File: config.mk
export PLATFORM = sky130hd
export DESIGN_NAME = utf8_stream_decoder_unit
export DESIGN_NICKNAME = d
export VERILOG_FILES = /design/src/sv/u8dec_pkg.sv /design/src/sv/u8dec_decode.sv /design/src/sv/u8dec_result_fifo.sv /design/src/sv/utf8_stream_decoder_unit.sv
export SDC_FILE = /design/constraint.sdc
export NUM_CORES = 1
export LEC_CHECK = 0
export BUFFER_PORTS_ARGS = -buffer_cell sky130_fd_sc_hd__buf_2
export CORE_ASPECT_RATIO = 1.4
export CORE_UTILIZATION = 58
export CTS_CLUSTER_SIZE = 8
export DETAILED_ROUTE_END_ITERATION = 10
export PLACE_DENSITY = 0.86
export SLEW_MARGIN = 20
export SYNTH_ARGS = -nofsm -noshare
export SYNTH_HDL_FRONTEND = slang
export SYNTH_HIERARCHICAL = 1
export SYNTH_SLANG_ARGS = --single-unit
File: constraint.sdc
create_clock -name clock -period 5.9 [get_ports clock]
set_clock_uncertainty 0.05 [all_clocks]
set_input_delay 0.885 -clock clock [delete_from_list [all_inputs] [get_ports clock]]
set_output_delay 0.885 -clock clock [all_outputs]
set_load 0.01 [all_outputs]
File: src/sv/u8dec_pkg.sv
// ----------------------------------------------------------------------------
// u8dec_pkg
// Shared types and constants for the UTF-8 stream decoder.
// ----------------------------------------------------------------------------
package u8dec_pkg;

   localparam int BYTE_W = 8;
   localparam int CP_W   = 21;
   localparam int USED_W = 3;

   // Small result queue between the decoder and the result port
   localparam int FIFO_DEPTH = 4;
   localparam int PTR_W      = 2;
   localparam int CNT_W      = 3;

   localparam logic [CP_W-1:0] REPL_CHAR  = 21'h00FFFD;
   localparam logic [CP_W-1:0] SURR_LOW   = 21'h00D800;
   localparam logic [CP_W-1:0] SURR_HIGH  = 21'h00DFFF;
   localparam logic [CP_W-1:0] MAX_SCALAR = 21'h10FFFF;
   localparam logic [CP_W-1:0] MIN_LEN2   = 21'h000080;
   localparam logic [CP_W-1:0] MIN_LEN3   = 21'h000800;
   localparam logic [CP_W-1:0] MIN_LEN4   = 21'h010000;
   localparam logic [CP_W-1:0] MAX_LEN2   = 21'h0007FF;

   localparam logic [BYTE_W-1:0] LEAD2_BASE   = 8'hC0;
   localparam logic [BYTE_W-1:0] LEAD3_BASE   = 8'hE0;
   localparam logic [BYTE_W-1:0] LEAD4_BASE   = 8'hF0;
   localparam logic [BYTE_W-1:0] ILLEGAL_BASE = 8'hF8;
   localparam logic [BYTE_W-1:0] CONT_BASE    = 8'h80;

   localparam logic [USED_W-1:0] LEN_NONE = 3'd0;
   localparam logic [USED_W-1:0] LEN_ONE  = 3'd1;
   localparam logic [USED_W-1:0] LEN_TWO  = 3'd2;
   localparam logic [USED_W-1:0] LEN_THREE = 3'd3;
   localparam logic [USED_W-1:0] LEN_FOUR = 3'd4;

   typedef struct packed {
      logic [CP_W-1:0]   code_point;
      logic [USED_W-1:0] bytes_used;
      logic              invalid;
      logic              last;
   } result_type;

   // Zero, one or two results caused by one byte
   typedef struct packed {
      logic [1:0] count;
      result_type first;
      result_type second;
   } decode_type;

endpackage

File: src/sv/u8dec_decode.sv
// ----------------------------------------------------------------------------
// u8dec_decode
// Sequence state and single-pass decode of one byte into up to two results.
// ----------------------------------------------------------------------------
module u8dec_decode (
   input  logic                                clock,
   input  logic                                reset,
   input  logic                                advance,
   input  logic [u8dec_pkg::BYTE_W-1:0]        in_byte,
   output u8dec_pkg::decode_type               dec
);

   logic [u8dec_pkg::USED_W-1:0] seq_len_ff, seq_len_in;
   logic [u8dec_pkg::USED_W-1:0] seen_ff, seen_in;
   logic [u8dec_pkg::CP_W-1:0]   acc_ff, acc_in;

   // byte handled with no sequence open
   logic                         st_has;
   u8dec_pkg::result_type        st_res;
   logic [u8dec_pkg::USED_W-1:0] st_len;
   logic [u8dec_pkg::CP_W-1:0]   st_acc;

   logic [u8dec_pkg::CP_W-1:0]   acc_shift;
   logic [u8dec_pkg::USED_W-1:0] seen_inc;
   logic                         bad;

   always_comb begin
      st_has              = 1'b0;
      st_res.code_point   = {13'd0, in_byte};
      st_res.bytes_used   = u8dec_pkg::LEN_ONE;
      st_res.invalid      = 1'b0;
      st_res.last         = 1'b1;
      st_len              = u8dec_pkg::LEN_NONE;
      st_acc              = '0;
      if (in_byte < u8dec_pkg::CONT_BASE) begin
         st_has = 1'b1;
      end else if (in_byte < u8dec_pkg::LEAD2_BASE ||
                   in_byte >= u8dec_pkg::ILLEGAL_BASE) begin
         st_has            = 1'b1;
         st_res.code_point = u8dec_pkg::REPL_CHAR;
         st_res.invalid    = 1'b1;
      end else if (in_byte < u8dec_pkg::LEAD3_BASE) begin
         st_len = u8dec_pkg::LEN_TWO;
         st_acc = {16'd0, in_byte[4:0]};
      end else if (in_byte < u8dec_pkg::LEAD4_BASE) begin
         st_len = u8dec_pkg::LEN_THREE;
         st_acc = {17'd0, in_byte[3:0]};
      end else begin
         st_len = u8dec_pkg::LEN_FOUR;
         st_acc = {18'd0, in_byte[2:0]};
      end
   end

   assign acc_shift = {acc_ff[14:0], in_byte[5:0]};
   assign seen_inc  = seen_ff + u8dec_pkg::LEN_ONE;

   // overlong, surrogate and range check on a completed sequence
   always_comb begin
      bad = (acc_shift > u8dec_pkg::MAX_SCALAR) ||
            (acc_shift >= u8dec_pkg::SURR_LOW && acc_shift <= u8dec_pkg::SURR_HIGH);
      case (seq_len_ff)
         u8dec_pkg::LEN_TWO:   bad = bad || acc_shift < u8dec_pkg::MIN_LEN2 ||
                                     acc_shift > u8dec_pkg::MAX_LEN2;
         u8dec_pkg::LEN_THREE: bad = bad || acc_shift < u8dec_pkg::MIN_LEN3;
         u8dec_pkg::LEN_FOUR:  bad = bad || acc_shift < u8dec_pkg::MIN_LEN4;
         default:              bad = 1'b1;
      endcase
   end

   always_comb begin
      dec        = '0;
      seq_len_in = seq_len_ff;
      seen_in    = seen_ff;
      acc_in     = acc_ff;
      if (seq_len_ff == u8dec_pkg::LEN_NONE) begin
         dec.count  = {1'b0, st_has};
         dec.first  = st_res;
         seq_len_in = st_len;
         seen_in    = st_has ? u8dec_pkg::LEN_NONE : u8dec_pkg::LEN_ONE;
         acc_in     = st_acc;
      end else if (in_byte[7:6] == 2'b10) begin
         acc_in  = acc_shift;
         seen_in = seen_inc;
         if (seen_inc >= seq_len_ff) begin
            dec.count            = 2'd1;
            dec.first.code_point = bad ? u8dec_pkg::REPL_CHAR : acc_shift;
            dec.first.bytes_used = seq_len_ff;
            dec.first.invalid    = bad;
            dec.first.last       = 1'b1;
            seq_len_in           = u8dec_pkg::LEN_NONE;
            seen_in              = u8dec_pkg::LEN_NONE;
            acc_in               = '0;
         end
      end else begin
         // interrupted sequence: replacement for what was seen, then restart
         dec.count            = st_has ? 2'd2 : 2'd1;
         dec.first.code_point = u8dec_pkg::REPL_CHAR;
         dec.first.bytes_used = seen_ff;
         dec.first.invalid    = 1'b1;
         dec.first.last       = ~st_has;
         dec.second           = st_res;
         seq_len_in           = st_len;
         seen_in              = st_has ? u8dec_pkg::LEN_NONE : u8dec_pkg::LEN_ONE;
         acc_in               = st_acc;
      end
   end

   always_ff @(posedge clock) begin
      if (reset) begin
         seq_len_ff <= u8dec_pkg::LEN_NONE;
         seen_ff    <= u8dec_pkg::LEN_NONE;
         acc_ff     <= '0;
      end else if (advance) begin
         seq_len_ff <= seq_len_in;
         seen_ff    <= seen_in;
         acc_ff     <= acc_in;
      end
   end

endmodule

File: src/sv/u8dec_result_fifo.sv
// ----------------------------------------------------------------------------
// u8dec_result_fifo
// Four-entry result queue; takes up to two items a cycle, gives one.
// ----------------------------------------------------------------------------
module u8dec_result_fifo (
   input  logic                   clock,
   input  logic                   reset,
   input  logic [1:0]             push_count,
   input  u8dec_pkg::result_type  push_first,
   input  u8dec_pkg::result_type  push_second,
   input  logic                   pop,
   output u8dec_pkg::result_type  head,
   output logic                   not_empty,
   output logic                   room
);

   u8dec_pkg::result_type mem_ff [u8dec_pkg::FIFO_DEPTH];

   logic [u8dec_pkg::PTR_W-1:0] wr_ptr_ff, wr_ptr_in;
   logic [u8dec_pkg::PTR_W-1:0] rd_ptr_ff, rd_ptr_in;
   logic [u8dec_pkg::CNT_W-1:0] cnt_ff, cnt_in;
   logic [u8dec_pkg::PTR_W-1:0] wr_ptr_next;

   assign wr_ptr_next = wr_ptr_ff + 2'd1;
   assign head        = mem_ff[rd_ptr_ff];
   assign not_empty   = cnt_ff != '0;
   // space for two after this cycle's pop
   assign room        = (cnt_ff <= 3'd2) || (cnt_ff == 3'd3 && pop);

   assign wr_ptr_in = wr_ptr_ff + push_count;
   assign rd_ptr_in = rd_ptr_ff + {1'b0, pop};
   assign cnt_in    = cnt_ff + {1'b0, push_count} - {2'd0, pop};

   always_ff @(posedge clock) begin
      if (push_count != 2'd0) begin
         mem_ff[wr_ptr_ff] <= push_first;
      end
      if (push_count == 2'd2) begin
         mem_ff[wr_ptr_next] <= push_second;
      end
   end

   always_ff @(posedge clock) begin
      if (reset) begin
         wr_ptr_ff <= '0;
         rd_ptr_ff <= '0;
         cnt_ff    <= '0;
      end else begin
         wr_ptr_ff <= wr_ptr_in;
         rd_ptr_ff <= rd_ptr_in;
         cnt_ff    <= cnt_in;
      end
   end

endmodule

File: src/sv/utf8_stream_decoder_unit.sv
// ----------------------------------------------------------------------------
// utf8_stream_decoder_unit
// Decodes a UTF-8 byte stream into code points with length and error flag.
// ----------------------------------------------------------------------------
// Path: an accepted byte is held in the input register, then decoded into the
//   result queue once the queue has room for two results.
// Throughput: 1 byte per cycle while the queue has room; a byte that yields
//   two results gives them out in turn; the four-entry queue holds the extra.
// Reset: synchronous; clears the open sequence, input register and queue.
module utf8_stream_decoder_unit (
   input  logic                               clock,
   input  logic                               reset,
   // byte input
   input  logic                               req_valid,
   output logic                               req_stall,
   input  logic [u8dec_pkg::BYTE_W-1:0]       req_in_byte,
   // result output
   output logic                               rsp_valid,
   input  logic                               rsp_stall,
   output logic [u8dec_pkg::CP_W-1:0]         rsp_code_point,
   output logic [u8dec_pkg::USED_W-1:0]       rsp_bytes_used,
   output logic                               rsp_invalid,
   output logic                               rsp_last
);

   // input register
   logic                          in_valid_ff, in_valid_in;
   logic [u8dec_pkg::BYTE_W-1:0]  in_byte_ff;

   logic                          req_take;
   logic                          advance;   // byte in the register is decoded
   logic                          pop;
   logic                          room;
   logic                          not_empty;
   u8dec_pkg::decode_type         dec;
   u8dec_pkg::result_type         head;
   logic [1:0]                    push_count;

   // The held byte moves on only when the queue can take two items, so a
   // byte never has to be split across cycles.
   assign advance   = in_valid_ff && room;
   assign req_stall = in_valid_ff && !room;
   assign req_take  = req_valid && !req_stall;
   assign pop       = not_empty && !rsp_stall;

   always_comb begin
      in_valid_in = in_valid_ff;
      if (req_take) begin
         in_valid_in = 1'b1;
      end else if (advance) begin
         in_valid_in = 1'b0;
      end
   end

   always_ff @(posedge clock) begin
      if (reset) begin
         in_valid_ff <= 1'b0;
      end else begin
         in_valid_ff <= in_valid_in;
      end
   end

   always_ff @(posedge clock) begin
      if (req_take) begin
         in_byte_ff <= req_in_byte;
      end
   end

   u8dec_decode u_decode (
      .clock   (clock),
      .reset   (reset),
      .advance (advance),
      .in_byte (in_byte_ff),
      .dec     (dec)
   );

   // nothing is written unless the byte really advances
   assign push_count = advance ? dec.count : 2'd0;

   u8dec_result_fifo u_queue (
      .clock       (clock),
      .reset       (reset),
      .push_count  (push_count),
      .push_first  (dec.first),
      .push_second (dec.second),
      .pop         (pop),
      .head        (head),
      .not_empty   (not_empty),
      .room        (room)
   );

   assign rsp_valid      = not_empty;
   assign rsp_code_point = head.code_point;
   assign rsp_bytes_used = head.bytes_used;
   assign rsp_invalid    = head.invalid;
   assign rsp_last       = head.last;

   // --- checks ---------------------------------------------------------------

   // a result always covers one to four bytes
   a_used_range : assert property (@(posedge clock) disable iff (reset)
      rsp_valid |-> (rsp_bytes_used != 3'd0 && rsp_bytes_used <= 3'd4))
      else $error("result with bytes_used out of range");

   // an invalid result always carries the replacement character
   a_invalid_repl : assert property (@(posedge clock) disable iff (reset)
      rsp_valid && rsp_invalid |-> rsp_code_point == u8dec_pkg::REPL_CHAR)
      else $error("invalid result without replacement character");

   // of a pair, the first result is never the last one of its byte
   a_pair_order : assert property (@(posedge clock) disable iff (reset)
      push_count == 2'd2 |-> (!dec.first.last && dec.second.last))
      else $error("result pair with wrong last flags");

   // a decoded byte that gives a single result marks it with last
   a_single_last : assert property (@(posedge clock) disable iff (reset)
      push_count == 2'd1 |-> dec.first.last)
      else $error("single result without last");

endmodule
==> Word level (Yosys, flattened, before mapping) <==
Memories as Yosys holds them, arrays and structs flattened. A register that Yosys moved wholly into a read port is not among the register bits.
Index checks and enable logic that the tools add are counted.
{ "totals": {"inputBits": 12, "memories": 1, "ram_bits": 104, "reg_bits": 37} }
{ "op_classes": {"muxes": 39, "n_lt_le_gt_ge": 14, "n_eq_ne": 7, "n_addsub": 6, "reduce_logical": 21, "bitwise_logic": 1} }
{ "memory_table": {"columns": ["name", "words", "width", "rd", "rd_ports_with_merged_regs", "write_ports", "line_no", "source"], "rows": [
  ["u_queue.mem_ff", 4, 26, 1, 1, 2, "u8dec_result_fifo.sv:17", "u8dec_pkg::result_type mem_ff [u8dec_pkg::FIFO_DEPTH];"]
]} }
{ "ops": {"columns": ["op", "count"], "rows": [
  ["two-way mux 15 bit", 5],
  ["two-way mux 28 bit", 2],
  ["two-way mux 26 bit", 2],
  ["two-way mux 21 bit", 2],
  ["less-than comparator 8 bit (second input constant)", 4],
  ["two-way mux 3 bit", 10],
  ["two-way mux 27 bit", 1],
  [">= comparator 21 x 16 -> 1 bit (second input constant)", 1],
  ["> comparator 21 x 11 -> 1 bit (second input constant)", 1],
  ["> comparator 21 bit (second input constant)", 1],
  ["less-or-equal comparator 21 x 16 -> 1 bit (second input constant)", 1],
  ["less-than comparator 21 x 12 -> 1 bit (second input constant)", 1],
  ["less-than comparator 21 x 17 -> 1 bit (second input constant)", 1],
  ["less-than comparator 21 x 8 -> 1 bit (second input constant)", 1],
  ["two-way mux 16 bit", 1],
  ["two-way mux 1 bit", 10],
  ["equality test 3 x 2 -> 1 bit (second input constant)", 3],
  [">= comparator 8 bit (second input constant)", 1],
  ["logical OR 1 bit", 7],
  ["logical AND 1 bit", 6],
  ["two-way mux 2 bit", 3],
  ["two-way mux 5 bit", 1],
  ["equality test 2 bit (second input constant)", 2],
  ["two-way mux 4 bit", 1],
  ["other kinds (17)", 20]
]} }

==> Depth between registers and ports, before layout <==
{ "logic_depth": {"word_depth": 14, "ltp_mapped": 14, "mapped_depth_nobuf": 14} }

==> By module <==
The synthesis kept the hierarchy.
{ "by_module_without_submodules": {"columns": ["module", "cells_each", "area_each_um2", "instances"], "rows": [
  ["u8dec_result_fifo", 296, 5549.1, 1],
  ["u8dec_decode", 215, 1577.8, 1],
  ["utf8_stream_decoder_unit", 16, 315.3, 1]
]} }

==> Worst setup path before layout <==
No wires, ideal clock.
{ "synth_timing": {"kind": "register to register", "start": "register u_decode/seen_ff[0] in the netlist's numbering", "end": "memory u_queue/mem_ff[0][0] in the netlist's numbering (enable)", "arrival_ps": 4198, "setup_time_ps": 449, "period_less_slack_ps": 4697, "slack_ps": 1203, "stages_incl_launch_ff": 13, "path_buffers": 1, "required_ps": 5401, "cell_sequence": "dfxtp_1 > ha_1 > xor2_1 > ha_1 > nand2_1 > o21ai_1 > a21oi_1 > nand2_1 > a21boi_0 > and3_1 > buf_2 > nor2_1 > o31ai_1"} }
{ "synth_rtl": {"columns": ["item", "line_no", "source"], "rows": [
  ["start, declared", "u8dec_decode.sv:14", "logic [u8dec_pkg::USED_W-1:0] seen_ff, seen_in;"],
  ["start signal, assigned", "u8dec_decode.sv:111", "seen_ff <= u8dec_pkg::LEN_NONE;"],
  ["start signal, assigned", "u8dec_decode.sv:115", "seen_ff <= seen_in;"],
  ["end, declared", "u8dec_result_fifo.sv:17", null]
]} }

==> key figures <==
GRT
  • Largest net degree at the start of global routing: 37
  • Initial antenna violation count: 0
  • GRT Total Usage: 24.3%
  • Vias in the first global route: 4692
  • Grt ovf: 0
  • First-pass GRT wire length: 24100 µm

CTS
  • H-tree depth: 4
  • Post-CTS setup buffers: 0
  • # clock sinks: 141
  • Skew-Pair Late Insertion Delay: 0.41 ns
  • CTS Root Cell: clkbuf_16
  • Clk slew on worst S/H paths: 0.06 ns
  • CTS buffer count: 17
  • Post-cts hold buffer count: 0
  • Post-CTS sizing: 0
  • Max clock buf depth: 2
  • CTS tree: built

Synthesis
  • Xor and xnor area share after synthesis: 0.975%
  • Sequential area share after synthesis: 53.0%
  • Main combinational cell family by area after synthesis: multiplexers
  • Cell count after synthesis: 527
  • Syn avg cell area: 14.1 µm²
  • EDFF count, synth: 112
  • Post-synth ARST share: 0%
  • Mapped Area: 7440 µm²
  • Synth Area in Simple Gates: 8.25%
  • Yosys warnings: 6
  • Commonest register cell after synthesis: edfxtp_1
  • Area share of fa/ha/maj cells after synthesis: 1.78%
  • Multiplexer share of the synthesized area: 26.2%
  • Compound-gate portion of the synthesized area: 4.98%
  • Yosys reg bits: 141
  • Netlist cell types: 61

Detailed routing
  • Antenna Nets Post-Route: 0
  • Via density: 6.31
  • Number of DRC violations after detailed routing: 6
  • Routed Wire Length: 15200 µm
  • Drt wl/cell: 21.1 µm
  • Vias: 4530
  • Drt pass-1 iters: 8
  • DR iter-0 viols: 338

Status
  • Failing checks: design-rule violations
  • Outcome: finished, violations left

Finish
  • Layout fillers: 816
  • Area Growth Syn to Fin: 10.4%
  • Area of the multi-input gates: 3210 µm²
  • Ant diodes: 0
  • Layout cells sized above 1: 40.0%
  • Final nets: 577
  • Sequential cell area: 3950 µm²

STA
  • Fin crit period: 3.95 ns
  • Fin crit share: 66.9%
  • Slack of the critical path: 1.95 ns
  • Slew Viols, Final: 0
  • Slew margin rel.: 47.9%
  • Final Hold Fails: 0
  • Setup TNS: 0 ns
  • Worst-margin pin slew: 0.779 ns
  • Max Freq: 253 MHz
  • Final setup viols: 0
  • Unrepaired setup endpoints after global routing: false
  • Worst hold slack: 0.464 ns

Die
  • DIE WIDTH: 97.7 µm
  • Core box area: 12400 µm²
  • Die Ht: 136 µm
  • Die area: 13300 µm²
  • Num rows: 48
  • Initial Util: 59.9%
  • # IOs: 40

Setup path
  • Kind of critical path: flip-flop to flip-flop
  • RR Startpoint: u_decode/seen_ff[0]
  • Startpoint Class: flip-flop
  • Worst-path maximum fanout: 27
  • Data required, critical path: 5.92 ns
  • Worst EP arrival: 3.97 ns
  • Critical Path Start: u_decode/seen_ff[0]
  • CP endpoint kind: flip-flop

Power and ir drop
  • Peak supply drop: 0.266 mV
  • Overall Power: 0.00274 W
  • Pwr/cell area: 333 nW/µm²
  • Static leakage: 2.92 nW

Hold path
  • Hold path start: u_decode/acc_ff[3]
  • Hold Crit Class: flip-flop to flip-flop

Run
  • Max-capacitance violation count: 0

Place
  • HPWL after DPL: 9430 µm
  • DP Worst Slack: 2.05 ns
  • GPL Wtd Cong: 0.938
  • IO Port Bufs: 39
==> cell families after synthesis <==
kind of cell    Yosys count
xor+xnor                  5
mux                     142
buf+inv                  63
fa+ha+maj                10
simple gates            109
compound gates           56
other cells               1
flops                   141
==> worst paths after layout <==
check,endpoint,slack [ns],cells past startpoint
worst max-delay path,u_queue/mem_ff[0][8],1.95,12
worst max register to register,u_queue/mem_ff[0][8],1.95,12
worst min register to register,u_decode/acc_ff[3],0.46,2
worst min-delay path,u_decode/acc_ff[3],0.46,2
==> cell usage in the layout (no fill, tap or decap), drive strengths merged, types with 11 or more instances in the layout <==
cell    synthesis  final
mux4           26     26
nor2           30     30
mux2i          12     12
nand2          23     23
clkbuf          9     18
nor2b          11     11
inv            16     17
a21oi          25     25
edfxtp        112    112
dfxtp          29     29
mux2          104    104
buf            38     50
==> sequential cells by signal, summed over array words and instances (netlist names) <==
register / cells
in_byte_ff: 8
u_queue/mem_ff: 104
u_queue/cnt_ff: 3
u_queue/wr_ptr_ff: 2
u_decode/seen_ff: 3
in_valid_ff: 1
u_queue/rd_ptr_ff: 2
u_decode/seq_len_ff: 3
u_decode/acc_ff: 15
==> synth_stat cells (7+ instances only) <==
master | count | share of area, %
buf_2 | 11 | 0.74
edfxtp_1 | 112 | 45
inv_1 | 16 | 0.81
nand2_1 | 23 | 1.2
mux2_2 | 83 | 13
nor2_1 | 29 | 1.5
ha_1 | 9 | 1.5
mux4_2 | 26 | 7.9
clkbuf_1 | 8 | 0.40
nor2b_1 | 10 | 0.84
a21oi_1 | 25 | 1.7
buf_4 | 21 | 2.1
dfxtp_1 | 29 | 7.8
nand3_1 | 7 | 0.47
nor3_1 | 9 | 0.61
mux2_4 | 20 | 4.0
mux2i_1 | 12 | 1.6
and2_1 | 7 | 0.59
==> metal layers <==
metal / GRT usage [%] / up-vias / wire [µm]
met3: 4.83 / 42 / 813
met4: 15.6 / 0 / 584
li1: - / 2039 / -
met1: 26.2 / 2256 / 5460
met2: 43.5 / 193 / 8300
met5: 0 / - / 0
==> critical path, cell delays in order, from the launching register on <==
cell and delay, ns:
dfxtp_1 0.39, ha_1 0.20, xor2_1 0.17, ha_1 0.27, a21oi_1 0.16, o21ai_1 0.24, a21oi_1 0.22, nand2_1 0.12
a21boi_0 0.16, and3_1 0.34, nand4b_4 0.67, o31ai_4 0.20, buf_4 0.39
==> per-stage QoR <==
| stage | utilization [%] | area (µm²) | cells |
|---|---|---|---|
| 2_1_floorplan | - | 7460 | 533 |
| 5_1_grt | 66.1 | 8220 | 718 |
| 4_1_cts | 65.9 | 8200 | 717 |
| 6_report | 66.1 | 8220 | 718 |
| 3_3_place_gp | 61.7 | 7670 | 685 |
| 3_5_place_dp | 61.7 | 7670 | 685 |
==> layout make-up <==
cell class	instances	area share, %
clock buffers	18	5.22
clock inverters	14	1.20
inverters	16	0.731
multi-input cells	329	39.0
flip-flops and latches	141	48.1
well taps	150	2.28
repair buffers	50	3.47
==> power breakdown <==
part	total, W	switching, W	internal [W]
combinational	0.000571	0.000266	0.000305
clock	0.000940	0.000405	0.000535
sequential	0.00123	0.0000783	0.00115
No activity file was read; power rests on OpenSTA's default activity.
